==> src/hw/rtl/rhs_div.sv <==
module rhs_div #(
  parameter int unsigned NumW  = 23,
  parameter int unsigned DenW  = 16,
  parameter int unsigned QuotW = 7,
  parameter int unsigned SideW = 32
) (
  input  logic             clk_i,
  input  logic             rst_ni,
  input  logic             valid_i,
  output logic             ready_o,
  input  logic [NumW-1:0]  num_i,
  input  logic [DenW-1:0]  den_i,
  input  logic [SideW-1:0] side_i,
  output logic             valid_o,
  input  logic             ready_i,
  output logic [QuotW-1:0] quot_o,
  output logic [SideW-1:0] side_o
);

  localparam int unsigned CmpW = (NumW > DenW + QuotW) ? NumW : DenW + QuotW;

  logic [QuotW-1:0] v_q;
  logic [QuotW-1:0] en;
  logic [NumW-1:0]  rem_q  [QuotW];
  logic [QuotW-1:0] quot_q [QuotW];
  logic [DenW-1:0]  den_q  [QuotW];
  logic [SideW-1:0] side_q [QuotW];

  // One quotient bit per stage, most significant first
  for (genvar k = 0; k < QuotW; k++) begin : g_stage
    localparam int unsigned Bit = QuotW - 1 - k;

    logic             v_p;
    logic [NumW-1:0]  rem_p;
    logic [QuotW-1:0] quot_p;
    logic [DenW-1:0]  den_p;
    logic [SideW-1:0] side_p;
    logic [CmpW-1:0]  trial;
    logic [CmpW-1:0]  diff;
    logic             ge;
    logic [NumW-1:0]  rem_d;
    logic [QuotW-1:0] quot_d;

    if (k == 0) begin : g_first
      assign v_p    = valid_i;
      assign rem_p  = num_i;
      assign quot_p = '0;
      assign den_p  = den_i;
      assign side_p = side_i;
    end else begin : g_next
      assign v_p    = v_q[k-1];
      assign rem_p  = rem_q[k-1];
      assign quot_p = quot_q[k-1];
      assign den_p  = den_q[k-1];
      assign side_p = side_q[k-1];
    end

    if (k == QuotW - 1) begin : g_last_en
      assign en[k] = ~v_q[k] | ready_i;
    end else begin : g_mid_en
      assign en[k] = ~v_q[k] | en[k+1];
    end

    always_comb begin
      trial  = CmpW'(den_p) << Bit;
      ge     = CmpW'(rem_p) >= trial;
      diff   = CmpW'(rem_p) - trial;
      rem_d  = ge ? diff[NumW-1:0] : rem_p;
      quot_d = quot_p;
      quot_d[Bit] = ge;
    end

    always_ff @(posedge clk_i or negedge rst_ni) begin
      if (!rst_ni) begin
        v_q[k] <= 1'b0;
      end else if (en[k]) begin
        v_q[k] <= v_p;
      end
    end

    always_ff @(posedge clk_i) begin
      if (en[k]) begin
        rem_q[k]  <= rem_d;
        quot_q[k] <= quot_d;
        den_q[k]  <= den_p;
        side_q[k] <= side_p;
      end
    end
  end

  assign ready_o = en[0];
  assign valid_o = v_q[QuotW-1];
  assign quot_o  = quot_q[QuotW-1];
  assign side_o  = side_q[QuotW-1];

endmodule

==> config.mk <==
export PLATFORM = sky130hd
export DESIGN_NAME = rhs_div
export DESIGN_NICKNAME = d
export VERILOG_FILES = /design/src/hw/rtl/rhs_div.sv
export SDC_FILE = /design/constraint.sdc
export NUM_CORES = 1
export LEC_CHECK = 0
export BUFFER_PORTS_ARGS = -buffer_cell sky130_fd_sc_hd__buf_2
export CAP_MARGIN = 0
export CORE_ASPECT_RATIO = 1.1
export CORE_UTILIZATION = 50
export CTS_BUF_LIST = sky130_fd_sc_hd__clkbuf_4 sky130_fd_sc_hd__clkbuf_8 sky130_fd_sc_hd__clkbuf_16
export CTS_CLUSTER_DIAMETER = 30
export CTS_CLUSTER_SIZE = 10
export DETAILED_ROUTE_END_ITERATION = 10
export GPL_TIMING_DRIVEN = 0
export PLACE_DENSITY_LB_ADDON = 0.15
export SYNTH_ARGS = -nofsm -noshare
export SYNTH_HDL_FRONTEND = slang
export SYNTH_SLANG_ARGS = --single-unit
==> constraint.sdc <==
create_clock -name clk_i -period 10.6 [get_ports clk_i]
set_input_delay 3.18 -clock clk_i [delete_from_list [all_inputs] [get_ports clk_i]]
set_output_delay 3.18 -clock clk_i [all_outputs]
set_load 0.005 [all_outputs]
==> flow_summary.json, run 1 <==
{
  "skew_ns": 0.0205,
  "wl_met1_mm": 16.3,
  "ios": 116,
  "min_from": "side_q[2][18]$_DFFE_PP_",
  "timing.setup.tns_ns": 0,
  "die_w_um": 201,
  "synth_nets": 1750,
  "hold_path_class": "reg -> reg",
  "cts_setup_buffers": 0,
  "switching_share": 0.294,
  "synth_warnings": 0,
  "netlist_area_mm2": 0.0219,
  "area_growth_pct": 20.4,
  "drc_errors": 0,
  "avgRoutedWirePerCell_um": 16.3,
  "synthXorXnorAreaFrac": 0.0341,
  "ctsHoldBuffers": 0,
  "worst_pin_slew_ns": 0.994,
  "place.gp.congestion": 0.906,
  "core_mm2": 0.0427,
  "ys_seq_area_frac": 0.676,
  "synth_compound_area_frac": 0.0995,
  "synthMuxAreaShare": 0.0192,
  "ys_types": 69,
  "seq_power_share": 0.389,
  "clk_path_buf_depth": 3,
  "num_vias": 12498,
  "fin_crit_sh": 0.796,
  "synthTopCellsByArea": "edfxtp_1, ha_1, inv_1",
  "synth_edf_count": 486,
  "wl_mm": 39.0,
  "max_slew_margin": 0.320,
  "cts_sinks": 493,
  "synth_top_area_frac": 0.668,
  "crit_type": "in -> out",
  "gr-total-overflow": 0,
  "synth_top_family_by_area": "compound AO/OA/AOI/OAI gates",
  "cp_max_fo": 19,
  "utilization": 0.616,
  "setup_violations": 0,
  "crit-reg2reg-launch": "rem_q[2][3]$_DFFE_PP_",
  "power.internal_mw": 5.65,
  "initialDrtViolationCount": 630,
  "ctsRootBufferMaster": "clkbuf_16",
  "htreeDepth": 3,
  "antenna_found_initial": 0,
  "rows": 79,
  "clkTransAtPathRegs_ns": 0.05,
  "cts_resized": 0,
  "clk_latency_ns": 0.61,
  "maxCapViolations": 0,
  "hold_end": "side_q[3][18]$_DFFE_PP_",
  "p_total_mw": 8.01,
  "cts_buffers": 82,
  "portBuffers": 115,
  "ir_worst_vdd_mv": 0.135,
  "dieArea_mm2": 0.0446,
  "first_global_vias": 12876,
  "cp-start-kind": "primary input",
  "final_cell_mix": "edfxtp_1, inv_1, buf_2, ha_1, a21oi_1",
  "ys_async_sr_fraction": 0.0142,
  "die_h_um": 221,
  "n_antenna_cell": 0,
  "crit_required_ns": 7.42,
  "final_common_cell": "edfxtp_1",
  "synthSimpleGateAreaFrac": 0.0725,
  "rr_endpoint": "rem_q[3][11]$_DFFE_PP_",
  "dr.pass1.iters": 6,
  "clkPwrFrac": 0.341,
  "rsz0062_at_grt": "no",
  "grt_max_degree": 76,
  "grt_pass1_wl_mm": 63.4,
  "cts_tree": "built",
  "wl_met2_mm": 19.8,
  "dp_hpwl_mm": 28.6,
  "layout_min_cycle_time_ns": 8.44,
  "synth_adder_area_share": 0.0696,
  "reg2regPathDepth": 12,
  "drive_above_1_share": 0.177,
  "hold_viol_final": 0,
  "synth.avg_cell_area_um2": 14.0,
  "vias_per_cell": 5.21,
  "p_per_area_mw_per_mm2": 304,
  "crit_path_end_kind": "output pin",
  "synth_seq_cells": 493,
  "synth_top_area_cell": "edfxtp_1",
  "fillers": 3309,
  "outcome": "completed",
  "fmax_mhz": 118,
  "netSwitchingPower_mw": 2.36,
  "pwr-share-comb": 0.270,
  "start_util": 0.512,
  "top_layer_used": "met4",
  "slew_violations": 0,
  "p_leak_nw": 10.5,
  "dp_cells": 2249,
  "wl_met3_mm": 1.28,
  "num-nets-final": 1959,
  "cp_data_arrival_time_ns": 5.26,
  "ys.flop_type": "edfxtp_1",
  "grt_use_total": 0.180,
  "r2r_slack_ns": 6.91,
  "min_path_cells": 0,
  "antenna_left": 0,
  "synthCells": 1557,
  "fin_cells": 2398
}
-- metal layers --
layer / global-route usage / vias to the layer above
li1: - / 6269
met3: 0.0306 / 98
met2: 0.319 / 269
met4: 0.106 / 0
met5: 0 / -
met1: 0.204 / 5862
-- registers in the layout (all words and copies together) (netlist names) --
| register | cells |
|---|---|
| rem_q | 138 |
| g_stage.v_p | 6 |
| valid_o | 1 |
| quot_q | 28 |
| den_q | 96 |
| side_q | 224 |
-- power by group through the flow --
stage                     Combinational [mW]  Clock, mW  Sequential (mW)
after floorplan                         1.66          0             3.07
after global placement                  2.10          0             3.16
after detailed placement                2.15          0             3.15
after CTS                               2.16       2.79             3.12
after global routing                    2.44       2.88             3.17
final                                   2.17       2.73             3.11
-- logic make-up (layout without fill, tap and decap cells) --
family,count (synthesis),count (layout)
adder cells (fa/ha/maj),118,118
AND/OR/NAND/NOR,318,318
buffers and inverters,168,442
AO/OA/AOI/OAI,337,337
XOR/XNOR,85,85
flip-flops,493,493
multiplexers,38,38
-- cell type report --
type / instances / area [um^2] / area share
flip-flops and latches: 493 / 14800 / 0.561
inverters: 144 / 546 / 0.0207
plain buffers: 24 / 108 / 0.00409
repair buffers: 125 / 777 / 0.0295
clock buffers: 96 / 2190 / 0.0831
clock inverters: 53 / 744 / 0.0283
well taps: 567 / 709 / 0.0270
multi-input cells: 896 / 6470 / 0.246
-- worst max-delay path, stage by stage --
cell and delay, ns:
buf_2 0.09, nor2b_1 0.18, and2_1 0.30, and3_1 0.41, nand4_1 0.22, buf_8 0.21, buf_8 0.17, buf_8 0.17
buf_6 0.16, buf_2 0.13
-- worst max path at each step --
stage	slack [ns]	cells past startpoint	startpoint	end
final	2.16	10	ready_i	ready_o
after detailed placement	2.16	10	ready_i	ready_o
after floorplan	1.66	4	ready_i	ready_o
after global placement	-0.42	6	ready_i	ready_o
after global routing	2.03	10	ready_i	ready_o
after CTS	2.14	10	ready_i	ready_o
-- per-stage QoR --
| step | hold WS, ns | setup slack [ns] | instance area, um^2 |
|---|---|---|---|
| 2_1_floorplan | 0.400 | 1.66 | 21900 |
| 3_3_place_gp | 0.400 | -0.420 | 23100 |
| 3_5_place_dp | 0.405 | 2.16 | 23400 |
| 4_1_cts | 0.408 | 2.14 | 26300 |
| 5_1_grt | 0.415 | 2.03 | 26300 |
| 6_report | 0.410 | 2.16 | 26300 |
-- cell usage after synthesis, drive strengths merged (8+ instances only) --
master / n
nor4: 12
and3: 12
a21o: 30
ha: 112
xor2: 36
buf: 8
nand2b: 24
clkbuf: 16
nor3: 14
a211oi: 10
xnor2: 49
nand3: 16
nand4: 13
nor2: 91
mux2: 31
a2111oi: 9
nor2b: 20
a21oi: 101
o31ai: 9
o31a: 9
a31oi: 13
edfxtp: 486
o21ai: 81
o21a: 21
nand2: 76
inv: 144
o21bai: 12
Note: power is estimated with default switching activity, not from simulation.
==> inputs of run 2 (changes only) <==
--- a/config.mk
+++ b/config.mk
@@ -5,6 +5,7 @@
 export SDC_FILE = /design/constraint.sdc
 export NUM_CORES = 1
 export LEC_CHECK = 0
+export ABC_AREA = 1
 export BUFFER_PORTS_ARGS = -buffer_cell sky130_fd_sc_hd__buf_2
 export CAP_MARGIN = 0
 export CORE_ASPECT_RATIO = 1.1
==> constraint.sdc (replaced) <==
create_clock -name clk_i -period 8.5 [get_ports clk_i]
set_input_delay 2.55 -clock clk_i [delete_from_list [all_inputs] [get_ports clk_i]]
set_output_delay 2.55 -clock clk_i [all_outputs]
set_load 0.005 [all_outputs]
==> run 2 against run 1 <==
  * Clock-buffer cell count is 11 higher
  * Critical path type unchanged
  * Flip-flop and latch count unchanged
  * Routed wire length rose by 51%
  * Critical path depth is the same
  * Synthesized area grew 12%
  * Worst hold slack lost 0.0039 ns
  * Largest power group unchanged
  * Cell count is 44% higher
  * Largest cell class unchanged
  * Clock power increased by 26%
  * Combinational power rose by 68%
  * Cell area grew 11%
  * Utilization fell by 1.1 points
  * Die area is 12% higher
==> flow_summary.json, run 2 <==
{
  "outcome": "completed",
  "fin_crit_sh": 0.958,
  "place_area_mm2": 0.0261,
  "drive_above_1_share": 0.123,
  "fmax_mhz": 123,
  "antenna_found_initial": 1,
  "core_mm2": 0.0481,
  "clkTransAtPathRegs_ns": 0.05,
  "dr.pass1.iters": 7,
  "crit_start": "ready_i",
  "first_global_vias": 18177,
  "p_total_mw": 11.0,
  "min_from": "quot_q[1][6]$_DFFE_PP_",
  "hold_path_class": "reg -> reg",
  "ys_seq_area_frac": 0.601,
  "synth_edf_count": 486,
  "top_regs": "side_q x224, rem_q x138, den_q x96",
  "cts_sinks": 493,
  "antenna_left": 0,
  "ys.flop_type": "edfxtp_1",
  "cts_tree": "built",
  "cts_buffers": 88,
  "clk_latency_ns": 0.63,
  "setup_violations": 0,
  "final_cell_mix": "nand2_1, edfxtp_1, inv_1, nor2_1, nand3_1",
  "place.gp.congestion": 0.943,
  "cp-start-kind": "primary input",
  "dieArea_mm2": 0.0500,
  "design_area_mm2": 0.0291,
  "synth_top_area_cell": "edfxtp_1",
  "worst_slack_ns": 0.355,
  "wl_mm": 59.0,
  "largest_reg_flops": 224,
  "skew_ns": 0.0403,
  "ctsHoldBuffers": 0,
  "ctsRootBufferMaster": "clkbuf_16",
  "gr-total-overflow": 0,
  "synth_nets": 2720,
  "layout_min_cycle_time_ns": 8.14,
  "synth_seq_cells": 493,
  "grt_max_degree": 77,
  "synth_warnings": 0,
  "grt_pass1_wl_mm": 91.4,
  "regMostFlops": "side_q",
  "hold_viol_final": 0,
  "num-nets-final": 2929,
  "fillers": 4070,
  "grt_use_total": 0.244,
  "slew_violations": 0,
  "max_slew_margin": 0.363,
  "avgRoutedWirePerCell_um": 17.1,
  "ys_async_sr_fraction": 0.0142,
  "cp_data_arrival_time_ns": 5.59,
  "maxCapViolations": 0,
  "clk_path_buf_depth": 3,
  "crit-reg2reg-launch": "valid_o$_DFFE_PN0P_",
  "portBuffers": 115,
  "p_per_area_mw_per_mm2": 378,
  "fin_cells": 3457,
  "worst_pin_slew_ns": 0.954,
  "synth_common_cells": "nand2_1, edfxtp_1, inv_1",
  "final_common_cell": "nand2_1",
  "crit_path_cell_trace": "buf_2 -> nor2_1 -> inv_2 -> nor2_4 -> nand2_8 -> nor2_4 -> nand2_8 -> nor2_2 -> nand2_8 -> buf_2",
  "num_vias": 17232,
  "p_leak_nw": 13.6,
  "initialDrtViolationCount": 840,
  "crit_path_end_kind": "output pin",
  "vias_per_cell": 4.98,
  "die_h_um": 234,
  "dpl_worst_slack_ns": -1.25,
  "max_stage_delay_ns": 0.44,
  "cp_max_fo": 76,
  "synth.avg_cell_area_um2": 9.72,
  "rows": 84,
  "yosysMostFrequentCell": "nand2_1",
  "die_w_um": 213,
  "synthCells": 2527,
  "dp_hpwl_mm": 45.9,
  "area_growth_pct": 18.6,
  "synth_top_area_frac": 0.594,
  "ios": 116,
  "start_util": 0.510,
  "htreeDepth": 3,
  "dp_cells": 3290,
  "cp_slowest_cell": "nor2_2",
  "crit_required_ns": 5.95,
  "path_common_cell": "nand2_8",
  "ir_worst_vdd_mv": 0.219,
  "synthTopCellsByArea": "edfxtp_1, nand2_1, inv_1",
  "drc_errors": 0,
  "rsz0062_at_grt": "no",
  "crit_type": "in -> out",
  "netlist_area_mm2": 0.0246,
  "ys_types": 41
}
[run 2: changes by cell type after synthesis, sizes merged, moves of 20 or more]
cell	before	now
xnor2	49	14
nand4	13	40
nor2b	20	0
nand3	16	140
mux2	31	0
inv	144	440
o21ai	81	36
a21o	30	1
nand2b	24	0
nand2	76	885
nor2	91	171
[run 2: path summary, 6_finish.rpt]
kind | end | slack, ns | cells past startpoint
setup / recovery | ready_o | 0.36 | 10
hold / removal | quot_q[2][6]$_DFFE_PP_ | 0.41 | 0
setup reg to reg | rem_q[0][15]$_DFFE_PP_ | 5.00 | 9
hold reg to reg | quot_q[2][6]$_DFFE_PP_ | 0.41 | 0
max in group asynchronous | g_stage[1].v_p$_DFFE_PN0P_ | 6.61 | 1
min in group asynchronous | g_stage[4].v_p$_DFFE_PN0P_ | 1.74 | 1
[run 2: cell families (layout without fill, tap and decap cells)]
group | count (synthesis) | count (layout) | share of synthesized area
simple gates | 1284 | 1285 | 0.217
flops | 493 | 493 | 0.601
buf+inv | 459 | 742 | 0.0748
compound gates | 125 | 125 | 0.0282
fa+ha+maj | 118 | 118 | 0.0619
xor+xnor | 48 | 48 | 0.0171
other cells | 0 | 1 | 0
[run 2: cell type report]
cell class | instances | area, um^2 | share of cell area
multi-input combinational | 1576 | 8040 | 0.276
clock inverter | 58 | 641 | 0.0220
clock buffer | 107 | 2370 | 0.0815
timing repair buffer | 118 | 658 | 0.0226
sequential | 493 | 14800 | 0.507
buffer | 19 | 183 | 0.00627
inverter | 440 | 1660 | 0.0570
antenna | 1 | 2.50 | 0.0000859
tap | 645 | 807 | 0.0277
[run 2: power breakdown]
| group | switching, mW | internal, mW | total, mW |
|---|---|---|---|
| sequential | 0.317 | 3.58 | 3.90 |
| clock | 1.20 | 2.26 | 3.45 |
| combinational | 2.43 | 1.22 | 3.65 |
| total | 3.94 | 7.06 | 11.0 |
[run 2: worst max-delay path: cells and delay by family]
family	cells	cell delay, ns
simple gates	7	2.27
buf+inv	3	0.74
[run 2: layer usage]
| metal | vias to the layer above | track usage | wire (um) |
|---|---|---|---|
| li1 | 8660 | - | - |
| met1 | 7988 | 0.226 | 20300 |
| met2 | 384 | 0.474 | 32400 |
| met3 | 200 | 0.0324 | 1810 |
| met4 | 0 | 0.192 | 4520 |
| met5 | - | 0 | 0 |
[run 2: stage by stage]
stage | setup TNS (ns) | hold WS, ns | util
floorplan | 0 | 0.400 | -
global placement | -27.35 | 0.400 | 0.540
detailed placement | -1.25 | 0.405 | 0.541
CTS | 0 | 0.403 | 0.605
global route | 0 | 0.409 | 0.605
finish | 0 | 0.406 | 0.605
[run 2: repair_timing]
item	CTS	global route
gates cloned	1	0
setup buffers	0	0
setup endpoints to repair	1	1
gates resized for setup	7	1
pin swaps	1	0
==> inputs of run 3 (changes only) <==
--- a/config.mk
+++ b/config.mk
@@ -16,6 +16,7 @@
 export DETAILED_ROUTE_END_ITERATION = 10
 export GPL_TIMING_DRIVEN = 0
 export PLACE_DENSITY_LB_ADDON = 0.15
+export REMOVE_ABC_BUFFERS = 1
 export SYNTH_ARGS = -nofsm -noshare
 export SYNTH_HDL_FRONTEND = slang
 export SYNTH_SLANG_ARGS = --single-unit
==> run 3 against run 2 <==
  * Fmax increased by 0.10%
  * Power increased by 0.64%
  * Sequential share of layout area about the same
  * Utilization about the same
  * Clock skew increased by 0.0023 ns
  * Global-route usage decreased by 0.53 points
  * Via count decreased by 1.1%
  * Largest cell class unchanged
  * Largest power group unchanged
==> flow_summary.json, run 3 (synthesis gave the netlist of run 2 again) <==
{
  "final_common_cell": "nand2_1",
  "clk_latency_ns": 0.64,
  "rsz0062_at_grt": "no",
  "cp_max_fo": 46,
  "maxCapViolations": 0,
  "multi_input_area_mm2": 0.00800,
  "dp_hpwl_mm": 44.5,
  "htreeDepth": 3,
  "place_area_mm2": 0.0260,
  "ctsHoldBuffers": 0,
  "hold_slack_ns": 0.407,
  "worst_slack_ns": 0.363,
  "clk_path_buf_depth": 3,
  "wl_mm": 58.0,
  "ctsRootBufferMaster": "clkbuf_16",
  "p_per_area_mw_per_mm2": 380,
  "largest_reg_flops": 224,
  "setup_violations": 0,
  "design_area_mm2": 0.0291,
  "cp-start-kind": "primary input",
  "antenna_found_initial": 0,
  "dieArea_mm2": 0.0500,
  "first_global_vias": 17600,
  "area_growth_pct": 18.5,
  "ios": 116,
  "num_vias": 17039,
  "dpl_worst_slack_ns": 0.0538,
  "max_slew_margin": 0.377,
  "top_regs": "side_q x224, rem_q x138, den_q x96",
  "gr-total-overflow": 0,
  "outcome": "completed",
  "cts_buffers": 91,
  "grt_pass1_wl_mm": 89.8,
  "start_util": 0.510,
  "drc_errors": 0,
  "fmax_mhz": 123,
  "cts_sinks": 493,
  "fillers": 4020,
  "num-nets-final": 2915,
  "grt_use_total": 0.239,
  "rows": 84,
  "regMostFlops": "side_q",
  "hold_path_class": "reg -> reg",
  "cts_setup_buffers": 0,
  "layout_min_cycle_time_ns": 8.14,
  "drive_above_1_share": 0.118,
  "worst_pin_slew_ns": 0.933,
  "hold_viol_final": 0,
  "avgRoutedWirePerCell_um": 16.9,
  "portBuffers": 115,
  "antenna_left": 0,
  "grt_max_degree": 69,
  "initialDrtViolationCount": 912,
  "clkTransAtPathRegs_ns": 0.05,
  "slew_violations": 0,
  "cts_tree": "built",
  "final_cell_mix": "nand2_1, edfxtp_1, inv_1, nor2_1, nand3_1",
  "crit_required_ns": 5.95,
  "crit_path_end_kind": "output pin",
  "skew_ns": 0.0426,
  "p_leak_nw": 13.6,
  "place.gp.congestion": 0.999,
  "crit_type": "in -> out",
  "die_w_um": 213,
  "core_mm2": 0.0481,
  "seq_area_mm2": 0.0148,
  "ir_worst_vdd_mv": 0.190,
  "cp_data_arrival_time_ns": 5.59,
  "dr.pass1.iters": 5,
  "fin_crit_sh": 0.957,
  "vias_per_cell": 4.95,
  "die_h_um": 234
}
==> run 3: cell type report <==
class | count | area share
tap | 645 | 0.0277
antenna | 1 | 0.0000860
multi-input combinational | 1575 | 0.275
inverter | 440 | 0.0571
clock buffer | 106 | 0.0827
sequential | 493 | 0.507
timing repair buffer | 121 | 0.0252
clock inverter | 61 | 0.0253
==> run 3: per-layer routing <==
| layer | track usage | up-vias | routed length (um) |
|---|---|---|---|
| met5 | 0 | - | 0 |
| met4 | 0.151 | 0 | 3130 |
| met3 | 0.0326 | 158 | 1640 |
| met2 | 0.470 | 363 | 32400 |
| met1 | 0.229 | 7890 | 20800 |
| li1 | - | 8628 | - |
==> run 3: report_power, final <==
| part | switching [mW] | internal (mW) |
|---|---|---|
| Sequential | 0.311 | 3.58 |
| Combinational | 2.40 | 1.19 |
| Clock | 1.21 | 2.38 |
| Total | 3.92 | 7.15 |
==> run 3: worst paths after layout <==
| check | slack [ns] | depth (start not counted) | from | end |
|---|---|---|---|---|
| worst min register to register | 0.41 | 0 | quot_q[5][6]$_DFFE_PP_ | quot_q[6][6]$_DFFE_PP_ |
| worst min-delay path | 0.41 | 0 | quot_q[5][6]$_DFFE_PP_ | quot_q[6][6]$_DFFE_PP_ |
| worst max register to register | 4.70 | 11 | valid_o$_DFFE_PN0P_ | rem_q[0][12]$_DFFE_PP_ |
| worst max-delay path | 0.36 | 11 | ready_i | ready_o |
| min in group asynchronous | 1.75 | 1 | rst_ni | g_stage[4].v_p$_DFFE_PN0P_ |
| max in group asynchronous | 6.58 | 1 | rst_ni | valid_o$_DFFE_PN0P_ |
==> run 3: critical path, stage by stage <==
cell     delay (ns)
buf_2          0.10
nor2_1         0.12
inv_2          0.36
nor2_2         0.39
nand2_4        0.28
nor2_2         0.39
nand2_8        0.26
buf_12         0.27
nor2_1         0.36
nand2_4        0.27
buf_2          0.21
==> run 3: through the flow <==
stage	power [mW]	TNS, ns	std cells	util
floorplan	6.39	-120.86	2508	-
global placement	7.43	-687.48	3268	0.535
detailed placement	7.50	0	3274	0.539
CTS	11.1	0	3441	0.605
global route	11.8	0	3441	0.605
finish	11.1	0	3442	0.605
==> run 3: repair_timing <==
action / in CTS / in global routing
gates cloned: 0 / 0
setup endpoints to repair: 1 / 1
pin swaps: 0 / 0
resized for setup: 1 / 2
